<file path="config.mk">
export PLATFORM = sky130hd
export DESIGN_NAME = remote_engine_start_sequencer_top
export DESIGN_NICKNAME = d
export VERILOG_FILES = /design/src/hw/rtl/ress_pkg.sv /design/src/hw/rtl/remote_engine_start_sequencer_top.sv /design/src/hw/rtl/ress_step.sv
export SDC_FILE = /design/constraint.sdc
export NUM_CORES = 1
export LEC_CHECK = 0
export BUFFER_PORTS_ARGS = -buffer_cell sky130_fd_sc_hd__buf_4
export CAP_MARGIN = 10
export CORE_AREA = 2 2 160 162
export CTS_BUF_LIST = sky130_fd_sc_hd__clkbuf_8
export CTS_CLUSTER_SIZE = 25
export DETAILED_ROUTE_END_ITERATION = 16
export DIE_AREA = 0 0 162 164
export PLACE_DENSITY = 0.74
export SETUP_SLACK_MARGIN = 0.3
export SLEW_MARGIN = 25
export SYNTH_ARGS = -nofsm -noshare
export SYNTH_HDL_FRONTEND = slang
export SYNTH_HIERARCHICAL = 1
export SYNTH_SLANG_ARGS = --single-unit
</file>
<file path="constraint.sdc">
create_clock -name clock -period 6.9 [get_ports clock]
set_input_delay 2.07 -clock clock [delete_from_list [all_inputs] [get_ports clock]]
set_output_delay 2.07 -clock clock [all_outputs]
set_load 0.05 [all_outputs]
</file>
<file path="src/hw/rtl/ress_pkg.sv">
// Shared types, codes and helpers for the remote engine start sequencer.
// No dependencies; used by every module of the block.
`timescale 1ns / 1ps

package ress_pkg;

   localparam int unsigned TICKS_PER_SECOND   = 1000;
   localparam int unsigned SECONDS_PER_MINUTE = 60;

   localparam int unsigned MV_W     = 16;
   localparam int unsigned BYTE_W   = 8;
   localparam int unsigned MILLIS_W = 10;
   localparam int unsigned SECS_W   = 6;
   localparam int unsigned CSR_IDX_W = 3;

   // engine phase codes
   localparam logic [1:0] PH_STOPPED  = 2'd0;
   localparam logic [1:0] PH_IGN_WAIT = 2'd1;
   localparam logic [1:0] PH_CRANK    = 2'd2;
   localparam logic [1:0] PH_RUN      = 2'd3;

   // input modes
   localparam logic MODE_TICK    = 1'b0;
   localparam logic MODE_COMMAND = 1'b1;

   // link command codes
   localparam logic [7:0] CMD_BATTERY  = 8'd4;
   localparam logic [7:0] CMD_STOP     = 8'd5;
   localparam logic [7:0] CMD_IND_A    = 8'd8;
   localparam logic [7:0] CMD_IND_B    = 8'd9;
   localparam logic [7:0] CMD_START_10 = 8'd10;
   localparam logic [7:0] CMD_START_15 = 8'd15;
   localparam logic [7:0] CMD_START_20 = 8'd20;
   localparam logic [7:0] CMD_START_25 = 8'd25;
   localparam logic [7:0] CMD_START_30 = 8'd30;

   localparam logic [7:0] ARG_UNCHANGED = 8'd255;
   localparam logic [7:0] REPLY_BASE    = 8'd128;

   // reply data codes
   localparam logic [7:0] RD_OK       = 8'd1;
   localparam logic [7:0] RD_STARTING = 8'd4;
   localparam logic [7:0] RD_RUNNING  = 8'd7;

   // notice codes
   localparam logic [1:0] NT_STARTED = 2'd0;
   localparam logic [1:0] NT_FAILED  = 2'd1;
   localparam logic [1:0] NT_STOPPED = 2'd2;
   localparam logic [1:0] NT_RUNNING = 2'd3;

   // register indexes
   localparam logic [CSR_IDX_W-1:0] REG_STARTER_STOP   = 3'd0;
   localparam logic [CSR_IDX_W-1:0] REG_ENGINE_RUNNING = 3'd1;
   localparam logic [CSR_IDX_W-1:0] REG_KEY_PRESENT    = 3'd2;
   localparam logic [CSR_IDX_W-1:0] REG_IGN_DELAY      = 3'd3;
   localparam logic [CSR_IDX_W-1:0] REG_CRANK_TIMEOUT  = 3'd4;

   localparam logic [MV_W-1:0] RST_STARTER_STOP   = 16'd12500;
   localparam logic [MV_W-1:0] RST_ENGINE_RUNNING = 16'd13000;
   localparam logic [MV_W-1:0] RST_KEY_PRESENT    = 16'd9000;
   localparam logic [MV_W-1:0] RST_IGN_DELAY      = 16'd3000;
   localparam logic [MV_W-1:0] RST_CRANK_TIMEOUT  = 16'd2000;

   localparam logic [BYTE_W-1:0] RST_INDICATOR = 8'd1;

   // mV / 100: saturates at 25600 and up, below that a reciprocal multiply
   localparam logic [MV_W-1:0] SAT_MV      = 16'd25600;
   localparam logic [12:0]     DIV100_RECIP = 13'd5243;   // ceil(2^19 / 100)
   localparam int unsigned     DIV100_SHIFT = 19;

   typedef struct packed {
      logic              mode;
      logic [BYTE_W-1:0] command_code;
      logic [BYTE_W-1:0] command_arg;
      logic [MV_W-1:0]   battery_mv;
      logic [MV_W-1:0]   accessory_mv;
   } req_type;

   typedef struct packed {
      logic              ignition_relay;
      logic              starter_relay;
      logic [BYTE_W-1:0] indicator_level;
      logic [1:0]        engine_phase;
      logic              reply_valid;
      logic [BYTE_W-1:0] reply_result;
      logic [BYTE_W-1:0] reply_data;
      logic              notice_valid;
      logic [1:0]        notice_code;
   } rsp_type;

   typedef struct packed {
      logic [MV_W-1:0] starter_stop_mv;
      logic [MV_W-1:0] engine_running_mv;
      logic [MV_W-1:0] key_present_mv;
      logic [MV_W-1:0] ignition_delay_ms;
      logic [MV_W-1:0] crank_timeout_ms;
   } cfg_type;

   function automatic logic [BYTE_W-1:0] battery_div100(input logic [MV_W-1:0] mv);
      logic [27:0] prod;
      prod = 28'(mv[14:0]) * 28'(DIV100_RECIP);
      if (mv >= SAT_MV) begin
         return 8'd255;
      end
      return prod[DIV100_SHIFT +: BYTE_W];
   endfunction

endpackage

</file>
<file path="src/hw/rtl/remote_engine_start_sequencer_top.sv">
// Remote engine start sequencer: CSR bank, result register and handshake.
// Depends on ress_pkg and ress_step.
//
//   channel  ports                          direction  content
//   req      req_valid/req_stall/req_data   in         tick or link command + voltages
//   rsp      rsp_valid/rsp_stall/rsp_data   out        relays, phase, reply, notice
//   csr      csr_write_en/csr_index/csr_wdata in       threshold and timing registers
//
// One transaction per cycle while req_stall is low; each result is registered and appears in the
// cycle after acceptance. The throughput is set by the single result register, which is refilled in
// the same cycle it is drained. req_stall is high only while a result waits
// under rsp_stall. Synchronous reset clears sequencer state and loads the
// register defaults; no clearing sweep follows.
`timescale 1ns / 1ps

module remote_engine_start_sequencer_top (
   input  logic                               clock,
   input  logic                               reset,
   input  logic                               req_valid,
   output logic                               req_stall,
   input  ress_pkg::req_type                  req_data,
   output logic                               rsp_valid,
   input  logic                               rsp_stall,
   output ress_pkg::rsp_type                  rsp_data,
   input  logic                               csr_write_en,
   input  logic [ress_pkg::CSR_IDX_W-1:0]     csr_index,
   input  logic [ress_pkg::MV_W-1:0]          csr_wdata
);

   ress_pkg::cfg_type cfg_ff;
   ress_pkg::rsp_type rsp_in;
   ress_pkg::rsp_type rsp_data_ff;
   logic              rsp_valid_ff;
   logic              accept;

   assign req_stall = rsp_valid_ff && rsp_stall;
   assign accept    = req_valid && !req_stall;
   assign rsp_valid = rsp_valid_ff;
   assign rsp_data  = rsp_data_ff;

   always_ff @(posedge clock) begin
      if (reset) begin
         cfg_ff.starter_stop_mv   <= ress_pkg::RST_STARTER_STOP;
         cfg_ff.engine_running_mv <= ress_pkg::RST_ENGINE_RUNNING;
         cfg_ff.key_present_mv    <= ress_pkg::RST_KEY_PRESENT;
         cfg_ff.ignition_delay_ms <= ress_pkg::RST_IGN_DELAY;
         cfg_ff.crank_timeout_ms  <= ress_pkg::RST_CRANK_TIMEOUT;
      end else if (csr_write_en) begin
         case (csr_index)
            ress_pkg::REG_STARTER_STOP:   cfg_ff.starter_stop_mv   <= csr_wdata;
            ress_pkg::REG_ENGINE_RUNNING: cfg_ff.engine_running_mv <= csr_wdata;
            ress_pkg::REG_KEY_PRESENT:    cfg_ff.key_present_mv    <= csr_wdata;
            ress_pkg::REG_IGN_DELAY:      cfg_ff.ignition_delay_ms <= csr_wdata;
            ress_pkg::REG_CRANK_TIMEOUT:  cfg_ff.crank_timeout_ms  <= csr_wdata;
            default: begin
            end
         endcase
      end
   end

   ress_step u_step (
      .clock  (clock),
      .reset  (reset),
      .accept (accept),
      .req    (req_data),
      .cfg    (cfg_ff),
      .rsp    (rsp_in)
   );

   always_ff @(posedge clock) begin
      if (reset) begin
         rsp_valid_ff <= 1'b0;
      end else if (accept) begin
         rsp_valid_ff <= 1'b1;
      end else if (!rsp_stall) begin
         rsp_valid_ff <= 1'b0;
      end
   end

   always_ff @(posedge clock) begin
      if (accept) begin
         rsp_data_ff <= rsp_in;
      end
   end

endmodule

</file>
<file path="src/hw/rtl/ress_step.sv">
// Sequencer state and per-transaction next-state logic.
// Depends on ress_pkg; instantiated by remote_engine_start_sequencer_top.
`timescale 1ns / 1ps

module ress_step (
   input  logic             clock,
   input  logic             reset,
   input  logic             accept,
   input  ress_pkg::req_type req,
   input  ress_pkg::cfg_type cfg,
   output ress_pkg::rsp_type rsp
);

   typedef enum logic [1:0] {
      ST_STOPPED  = ress_pkg::PH_STOPPED,
      ST_IGN_WAIT = ress_pkg::PH_IGN_WAIT,
      ST_CRANK    = ress_pkg::PH_CRANK,
      ST_RUN      = ress_pkg::PH_RUN
   } phase_state_type;

   phase_state_type                     phase_ff, phase_in;
   logic [ress_pkg::MV_W-1:0]           timer_ff, timer_in;
   logic [ress_pkg::BYTE_W-1:0]         minutes_ff, minutes_in;
   logic [ress_pkg::MILLIS_W-1:0]       millis_ff, millis_in;
   logic [ress_pkg::SECS_W-1:0]         seconds_ff, seconds_in;
   logic                                remote_ff, remote_in;
   logic                                ign_ff, ign_in;
   logic [ress_pkg::BYTE_W-1:0]         indicator_ff, indicator_in;

   logic [ress_pkg::MV_W-1:0] timer_inc;

   always_comb begin
      phase_in     = phase_ff;
      timer_in     = timer_ff;
      minutes_in   = minutes_ff;
      millis_in    = millis_ff;
      seconds_in   = seconds_ff;
      remote_in    = remote_ff;
      ign_in       = ign_ff;
      indicator_in = indicator_ff;
      timer_inc    = timer_ff + 16'd1;

      rsp.reply_valid  = 1'b0;
      rsp.reply_result = '0;
      rsp.reply_data   = '0;
      rsp.notice_valid = 1'b0;
      rsp.notice_code  = ress_pkg::NT_STARTED;

      if (req.mode == ress_pkg::MODE_TICK) begin
         case (phase_ff)
            ST_IGN_WAIT: begin
               timer_in = timer_inc;
               // a wrapped count also ends the wait
               if (timer_inc >= cfg.ignition_delay_ms || timer_inc == '0) begin
                  phase_in = ST_CRANK;
                  timer_in = '0;
               end
            end
            ST_CRANK: begin
               if (req.battery_mv >= cfg.starter_stop_mv) begin
                  phase_in         = ST_RUN;
                  timer_in         = '0;
                  rsp.notice_valid = 1'b1;
                  rsp.notice_code  = ress_pkg::NT_STARTED;
               end else if (timer_ff >= cfg.crank_timeout_ms) begin
                  phase_in         = ST_STOPPED;
                  timer_in         = '0;
                  ign_in           = 1'b0;
                  rsp.notice_valid = 1'b1;
                  rsp.notice_code  = ress_pkg::NT_FAILED;
               end else begin
                  timer_in = timer_inc;
               end
            end
            ST_RUN: begin
               if (remote_ff) begin
                  if (minutes_ff != '0) begin
                     millis_in = millis_ff + 10'd1;
                     if (32'(millis_in) >= ress_pkg::TICKS_PER_SECOND) begin
                        seconds_in = seconds_ff + 6'd1;
                        millis_in  = '0;
                     end
                     if (32'(seconds_in) >= ress_pkg::SECONDS_PER_MINUTE) begin
                        minutes_in = minutes_ff - 8'd1;
                        seconds_in = '0;
                     end
                     // key inserted: hand the engine over to the driver
                     if (req.accessory_mv > cfg.key_present_mv) begin
                        ign_in     = 1'b0;
                        remote_in  = 1'b0;
                        millis_in  = '0;
                        seconds_in = '0;
                     end
                  end else begin
                     ign_in           = 1'b0;
                     phase_in         = ST_STOPPED;
                     remote_in        = 1'b0;
                     rsp.notice_valid = 1'b1;
                     rsp.notice_code  = ress_pkg::NT_STOPPED;
                  end
               end
            end
            default: begin
            end
         endcase
      end else if (phase_ff != ST_IGN_WAIT && phase_ff != ST_CRANK) begin
         case (req.command_code)
            ress_pkg::CMD_BATTERY: begin
               rsp.reply_valid = 1'b1;
               rsp.reply_data  = ress_pkg::battery_div100(req.battery_mv);
            end
            ress_pkg::CMD_STOP: begin
               rsp.reply_valid  = 1'b1;
               rsp.reply_data   = ress_pkg::RD_OK;
               ign_in           = 1'b0;
               phase_in         = ST_STOPPED;
               remote_in        = 1'b0;
               rsp.notice_valid = 1'b1;
               rsp.notice_code  = ress_pkg::NT_STOPPED;
            end
            ress_pkg::CMD_IND_A, ress_pkg::CMD_IND_B: begin
               rsp.reply_valid = 1'b1;
               rsp.reply_data  = ress_pkg::RD_OK;
               if (req.command_arg != ress_pkg::ARG_UNCHANGED) begin
                  indicator_in = req.command_arg;
               end
            end
            ress_pkg::CMD_START_10, ress_pkg::CMD_START_15, ress_pkg::CMD_START_20,
            ress_pkg::CMD_START_25, ress_pkg::CMD_START_30: begin
               rsp.reply_valid = 1'b1;
               if (req.battery_mv > cfg.engine_running_mv) begin
                  phase_in         = ST_RUN;
                  rsp.reply_data   = ress_pkg::RD_RUNNING;
                  rsp.notice_valid = 1'b1;
                  rsp.notice_code  = ress_pkg::NT_RUNNING;
               end else begin
                  if (req.command_arg != ress_pkg::ARG_UNCHANGED) begin
                     minutes_in = req.command_arg;
                  end
                  rsp.reply_data = ress_pkg::RD_STARTING;
                  remote_in      = 1'b1;
                  ign_in         = 1'b1;
                  phase_in       = ST_IGN_WAIT;
                  timer_in       = '0;
               end
            end
            default: begin
            end
         endcase
         if (rsp.reply_valid) begin
            rsp.reply_result = ress_pkg::REPLY_BASE + req.command_code;
         end
      end

      rsp.ignition_relay  = ign_in;
      rsp.starter_relay   = (phase_in == ST_CRANK);
      rsp.indicator_level = indicator_in;
      rsp.engine_phase    = phase_in;
   end

   always_ff @(posedge clock) begin
      if (reset) begin
         phase_ff     <= ST_STOPPED;
         timer_ff     <= '0;
         minutes_ff   <= '0;
         millis_ff    <= '0;
         seconds_ff   <= '0;
         remote_ff    <= 1'b0;
         ign_ff       <= 1'b0;
         indicator_ff <= ress_pkg::RST_INDICATOR;
      end else if (accept) begin
         phase_ff     <= phase_in;
         timer_ff     <= timer_in;
         minutes_ff   <= minutes_in;
         millis_ff    <= millis_in;
         seconds_ff   <= seconds_in;
         remote_ff    <= remote_in;
         ign_ff       <= ign_in;
         indicator_ff <= indicator_in;
      end
   end

endmodule

</file>
==> results.cfg, run 1 <==
[outcome]
outcome = completed

[clock_network]
cts.path.max_buffers = 2
path_clk_slew_ps = 100
cts_hold_buf = 0
insertion_delay_ps = 450
cts-root-buf = clkbuf_8
cts_made_buffers = 17
h-tree-depth = 4
post_cts_resized = 0
cts_tree = built
postCtsSetupBuffers = 0
clkSinkCount = 165

[place]
dpl.hpwl_um = 24770
io_buffers = 106
globalplace.congestion = 0.9027
placed_cells = 1863

[hold_path]
hold_class = flop to flop

[timing]
worst_slew_pin_slew_ps = 1026
finalCritPeriodShare_pct = 93.23
maxSlewViolCount = 0
maxSlewHeadroom_pct = 31.21
hold_viol_final = 0
finalCriticalPeriod_ps = 6433
rsz0062_at_grt = no
worst_hold_slack_ps = 479.9
finClkSkew_ps = 23.86
setup_viol = 0
max_clock_freq_mhz = 155.4
final.setup.tns_ps = 0

[pwr]
seqPwrFrac_pct = 32.8
switching_share_pct = 38.50
leakage_nw = 7.156
finalPower_mw = 3.119
p_clk_share_pct = 22.6
pwr-share-comb_pct = 44.6
p_switching_mw = 1.201
p_int_mw = 1.918
p_per_area_nw_per_um2 = 208.1
vdd.ir_drop.worst_v = 0.0001432

[finish]
syn_to_final_growth_pct = 10.67
drive_gt1_share_pct = 11.88
layout.cells.most_common = inv_1
diodes = 0
final_nets = 1890
most-common-layout-cells = 249 x inv_1, 197 x ha_1, 133 x dfxtp_1
instances_no_fill = 1895

[worst_setup_path]
worstPathCellList = buf_4, inv_1, fa_1, inv_1, ha_1, fa_1, inv_1, fa_1, fa_1, inv_1, ha_1, a21oi_1, o21ai_0, a22oi_1, o211ai_1, a21oi_1, o21bai_1, xor2_1, o21ba_2
slowest_delay_ps = 540
critPathArrivalTime_ps = 6650
startpoint_type = input pin
critPathBufInv = 5
path_max_fanout = 7
critPathRequiredTime_ps = 7120
end_kind = flop
cp_top_family = adder cells
worstSetupPathType = input pin to flop
critPathSlowestCell = fa_1

[yosys]
synth_async_sr_flop_share_pct = 0
synthAdderAreaFrac_pct = 28.25
ys_seq_elements = 165
synth_edf_count = 32
ys.flop_type = dfxtp_1
syn_area_um2 = 13540
syn_avg_cell_area_um2 = 9.251
syn_inst = 1464
muxShareOfSynthArea_pct = 6.726
synth_top_family_by_area = adder cells
synth_xor_area_share_pct = 1.802
synth_compound_gate_area_share_pct = 12.06
ys_types = 95
synthTopCellsByArea = dfxtp_1 20%, ha_1 18%, fa_1 10%
synth_largest_area_cell = dfxtp_1
yosys.area_share.simple_pct = 15.58
yosysWarnings = 6
synth_seq_area_share_pct = 26.76
synth_top_area_share_pct = 19.66

[grt]
grt_max_degree = 74
grt_usage_pct = 23.82
grt_pass1_wl_um = 50750
gr-total-overflow = 0
grt_pass1_vias = 10320
antenna_found_initial = 0

[die]
start_util_pct = 54.57
ioPinCount = 107
dieWidth_um = 162
core_area_um2 = 24820
die_h_um = 164
dieArea_um2 = 26570
num_rows = 58

[routing]
avgViaCountPerCell = 5.536
post_drt_wl_per_cell_um = 16.45
drc_errors = 0
first_iter_violations = 622
postRouteAntennaNets = 0
first_pass_iters = 5
wl_um = 31170
num_vias = 10490

[run]
drv_cap = 0
kinds of logic (layout without fill, tap and decap cells):
family / after synthesis / after routing
compound gates: 227 / 227
xor+xnor: 27 / 27
other cells: 1 / 2
simple gates: 393 / 393
fa+ha+maj: 265 / 265
mux: 90 / 90
buf+inv: 296 / 396
flops: 165 / 165
flip-flops by register name, indices dropped and copies added (netlist names):
| register | flops |
|---|---|
| u_step/minutes_ff | 8 |
| cfg_ff | 80 |
| u_step/indicator_ff | 8 |
| rsp_data | 32 |
| u_step/remote_ff | 1 |
| u_step/phase_ff | 2 |
| u_step/ign_ff | 1 |
| rsp_valid | 1 |
| u_step/timer_ff | 16 |
| u_step/millis_ff | 10 |
| u_step/seconds_ff | 6 |
path summary, 6_finish.rpt:
path	start	end	slack, ps	depth (start not counted)
worst max-delay path	req_data[20]	rsp_data[6]	470	19
worst max register to register	u_step/timer_ff[0]	u_step/timer_ff[6]	2620	13
worst min-delay path	cfg_ff[73]	cfg_ff[73]	480	2
worst min register to register	cfg_ff[73]	cfg_ff[73]	480	2
metal layers:
metal  share of wire (%)  track usage (%)  routed length [µm]
met2                  46            39.88               14480
met5                   0                0                   0
met1                  47            32.31               14600
met4                 1.3            5.551                 401
met3                 5.4            4.091                1684
Yosys cell counts, types with 11 or more instances:
cell type / n
nand2b_1: 73
nor4_1: 12
nand4_1: 26
xnor2_1: 17
nand3_1: 22
ha_1: 197
nor2_1: 112
or3_1: 14
fa_1: 68
edfxtp_1: 32
mux2i_1: 82
a21o_1: 12
a21oi_1: 52
nand2_1: 46
nor3_1: 27
clkbuf_1: 26
inv_1: 247
o21ai_0: 34
o21a_1: 11
dfxtp_1: 133
area by class of cell:
type | count | area [µm²]
Clock buffer | 19 | 261.5
Clock inverter | 13 | 130.1
Fill cell | 2184 | 9831
Inverter | 248 | 930.9
Multi-Input combinational cell | 1004 | 8758
Sequential cell | 165 | 3623
Tap cell | 330 | 412.9
Timing Repair Buffer | 116 | 870.8
power groups by stage:
| stage | Combinational, mW | Sequential [mW] | Clock (mW) |
|---|---|---|---|
| global route | 1.57 | 1.03 | 0.754 |
| global placement | 1.31 | 1.04 | 0 |
| detailed placement | 1.37 | 1.05 | 0 |
| CTS | 1.39 | 1.02 | 0.720 |
| finish | 1.39 | 1.02 | 0.705 |
| floorplan | 0.944 | 1.08 | 0 |
stage by stage:
stage               util [%]  area, µm²  setup slack, ps
finish                 60.39      14990            467.0
global route           60.39      14990            359.7
CTS                    60.39      14990            537.9
detailed placement     58.81      14600            26.29
global placement       58.79      14590            180.8
floorplan                  -      13550            523.9
worst register-to-register path: stages, from the launching register on:
cell,delay (ps)
dfxtp_1,460
ha_1,260
nand3_2,200
nor2_1,310
xnor2_1,220
ha_1,300
a21o_1,180
a211o_1,280
a221o_1,260
a31o_2,240
a311oi_1,610
a41o_2,540
nand2_1,160
o221ai_1,190
No activity file was read; power rests on OpenSTA's default activity.
==> run 2: changes to the inputs <==
--- a/config.mk
+++ b/config.mk
@@ -7,15 +7,15 @@
 export LEC_CHECK = 0
 export BUFFER_PORTS_ARGS = -buffer_cell sky130_fd_sc_hd__buf_4
 export CAP_MARGIN = 10
-export CORE_AREA = 2 2 160 162
+export CORE_AREA = 2 2 120 209
 export CTS_BUF_LIST = sky130_fd_sc_hd__clkbuf_8
 export CTS_CLUSTER_SIZE = 25
 export DETAILED_ROUTE_END_ITERATION = 16
-export DIE_AREA = 0 0 162 164
-export PLACE_DENSITY = 0.74
+export DIE_AREA = 0 0 122 211
+export GPL_ROUTABILITY_DRIVEN = 0
+export PLACE_DENSITY = 0.73
 export SETUP_SLACK_MARGIN = 0.3
 export SLEW_MARGIN = 25
 export SYNTH_ARGS = -nofsm -noshare
 export SYNTH_HDL_FRONTEND = slang
-export SYNTH_HIERARCHICAL = 1
 export SYNTH_SLANG_ARGS = --single-unit
==> results.cfg, run 2 <==
[routing]
wl_um = 32000
num_vias = 10840
first_iter_violations = 487
post_drt_wl_per_cell_um = 16.47
avgViaCountPerCell = 5.579
postRouteAntennaNets = 0
drc_errors = 0
first_pass_iters = 6

[die]
dieWidth_um = 122
num_rows = 75
ioPinCount = 107
dieArea_um2 = 25740
start_util_pct = 54.61
core_area_um2 = 23930
die_h_um = 211

[place]
dpl-instance-area_um2 = 14310
dpl.hpwl_um = 25550
io_buffers = 106

[pwr]
leakage_nw = 6.860
finalPower_mw = 3.159
p_per_area_nw_per_um2 = 214.9
vdd.ir_drop.worst_v = 0.0001293

[hold_path]
hold_class = flop to flop
hold-path-cell-count = 2

[yosys]
syn_area_um2 = 13070
synth_async_sr_flop_share_pct = 0
syn_inst = 1511
yosysWarnings = 0
synth_top_area_share_pct = 20.37
ys.flop_type = dfxtp_1
syn_avg_cell_area_um2 = 8.649
synth_seq_area_share_pct = 27.73
synth_edf_count = 32
synth_largest_area_cell = dfxtp_1
ys_seq_elements = 165
synthTopCellsByCount = 232 x inv_1, 197 x ha_1, 189 x nand2_1, 133 x dfxtp_1, 104 x a21oi_1
synthTopCellsByArea = dfxtp_1 20%, ha_1 19%, fa_1 10%
ys_types = 81
yosysMostFrequentCell = inv_1

[clock_network]
clkSinkCount = 165
postCtsSetupBuffers = 0
insertion_delay_ps = 480
h-tree-depth = 4
cts_tree = built
path_clk_slew_ps = 90
cts.path.max_buffers = 2
cts-root-buf = clkbuf_8
cts_made_buffers = 17

[finish]
drive_gt1_share_pct = 12.91
layout.cells.most_common = inv_1
fin_area_um2 = 14700
most-common-layout-cells = 232 x inv_1, 197 x ha_1, 189 x nand2_1
top_register = cfg_ff
diodes = 0
final_nets = 1960
largest_register_ffs = 80
syn_to_final_growth_pct = 12.48

[worst_setup_path]
end_kind = flop
startpoint_type = input pin
path_max_fanout = 5
critPathArrivalTime_ps = 6690
worstSetupPathType = input pin to flop
r2r_cells = 12
critPathRequiredTime_ps = 7130

[timing]
max_clock_freq_mhz = 154.6
rsz0062_at_grt = yes
maxSlewHeadroom_pct = 38.09
setup_viol = 0
finClkSkew_ps = 11.57
finalCritPeriodShare_pct = 93.73
hold_viol_final = 0
finalCriticalPeriod_ps = 6467
final.setup.tns_ps = 0
maxSlewViolCount = 0
worst_slew_pin_slew_ps = 916.7
worst_hold_slack_ps = 457.5

[grt]
grt_pass1_vias = 11170
grt_pass1_wl_um = 52940
grt_max_degree = 105
grt_usage_pct = 26.14
gr-total-overflow = 0
antenna_found_initial = 1

[run]
drv_cap = 0

[outcome]
outcome = completed
## run 2: cell types whose count changed after synthesis, moves of 10 or more
| cell | change |
|---|---|
| mux2i_1 | -79 |
| a21oi_1 | +52 |
| a21o_1 | +12 |
| nand3b_1 | +19 |
| inv_1 | -15 |
| nor2_1 | -30 |
| clkbuf_1 | +17 |
| or3_1 | -10 |
| a211o_1 | +11 |
| nand2b_1 | -61 |
| a32o_1 | -10 |
| nand2_1 | +143 |
## run 2: area by class of cell
type / count / area, µm²
fill: 2163 / 9229
multi-input combinational: 1063 / 8381
sequential: 165 / 3623
timing repair buffer: 142 / 1070
inverter: 233 / 874.6
tap: 308 / 385.4
clock buffer: 17 / 234.0
clock inverter: 15 / 132.6
## run 2: logic make-up (layout without fill, tap and decap cells)
| family | after synthesis | after routing | share of synthesized area [%] |
|---|---|---|---|
| and+or+nand+nor | 464 | 464 | 17.10 |
| AOI/OAI and AO/OA | 292 | 292 | 14.52 |
| buffers and inverters | 284 | 407 | 8.415 |
| adders and majority gates | 265 | 265 | 29.28 |
| DFF | 165 | 165 | 27.73 |
| xor gates and xnor gates | 27 | 27 | 1.810 |
| muxes | 13 | 13 | 1.120 |
| other | 1 | 2 | 0.02869 |
## run 2: metal layers
layer	routed length, µm	vias up	part of all wire (%)	track usage, %
met1	11890	5194	37	27.07
met3	889	92	2.8	3.429
li1	-	5341	-	-
met2	17480	211	55	49.49
met4	1731	2	5.4	14.47
met5	14	-	0.044	0
## run 2: power by group
part / leakage [nW] / switching (mW) / total, mW / internal (mW)
Sequential: 1.40 / 0.0134 / 1.02 / 1.01
Clock: 0.173 / 0.376 / 0.661 / 0.286
Combinational: 5.29 / 0.840 / 1.47 / 0.634
## run 2: stage by stage
step	setup slack (ps)	cells	util, %
3_3_place_gp	-45.54	1911	59.79
6_report	432.7	1943	61.43
3_5_place_dp	-131.9	1911	59.79
2_1_floorplan	433.3	1512	-
4_1_cts	383.8	1943	61.32
5_1_grt	270.3	1943	61.43
## run 2: critical path, cell delays in order
cell and delay (ps):
buf_4 120, inv_1 70, fa_1 540, inv_1 40
ha_1 210, fa_1 540, inv_1 60, fa_1 510
fa_1 550, inv_1 40, ha_1 300, a21o_1 160
a21oi_1 190, o21ai_1 130, a211oi_2 160, buf_4 140
o21ai_1 90, buf_4 160, xor2_1 130, o31a_1 230
o21ai_0 150, a21boi_0 100
## run 2: path summary, 6_finish.rpt
check | start | end | slack, ps
setup / recovery | req_data[20] | rsp_data[3] | 430
hold / removal | cfg_ff[12] | cfg_ff[12] | 460
setup reg to reg | u_step.timer_ff[2] | u_step.timer_ff[7] | 2790
hold reg to reg | cfg_ff[12] | cfg_ff[12] | 460
## run 2: timing repair
action / in CTS / in global routing
resized for setup: 0 / 7
setup endpoints to repair: 0 / 5
hold buffers: 0 / 0
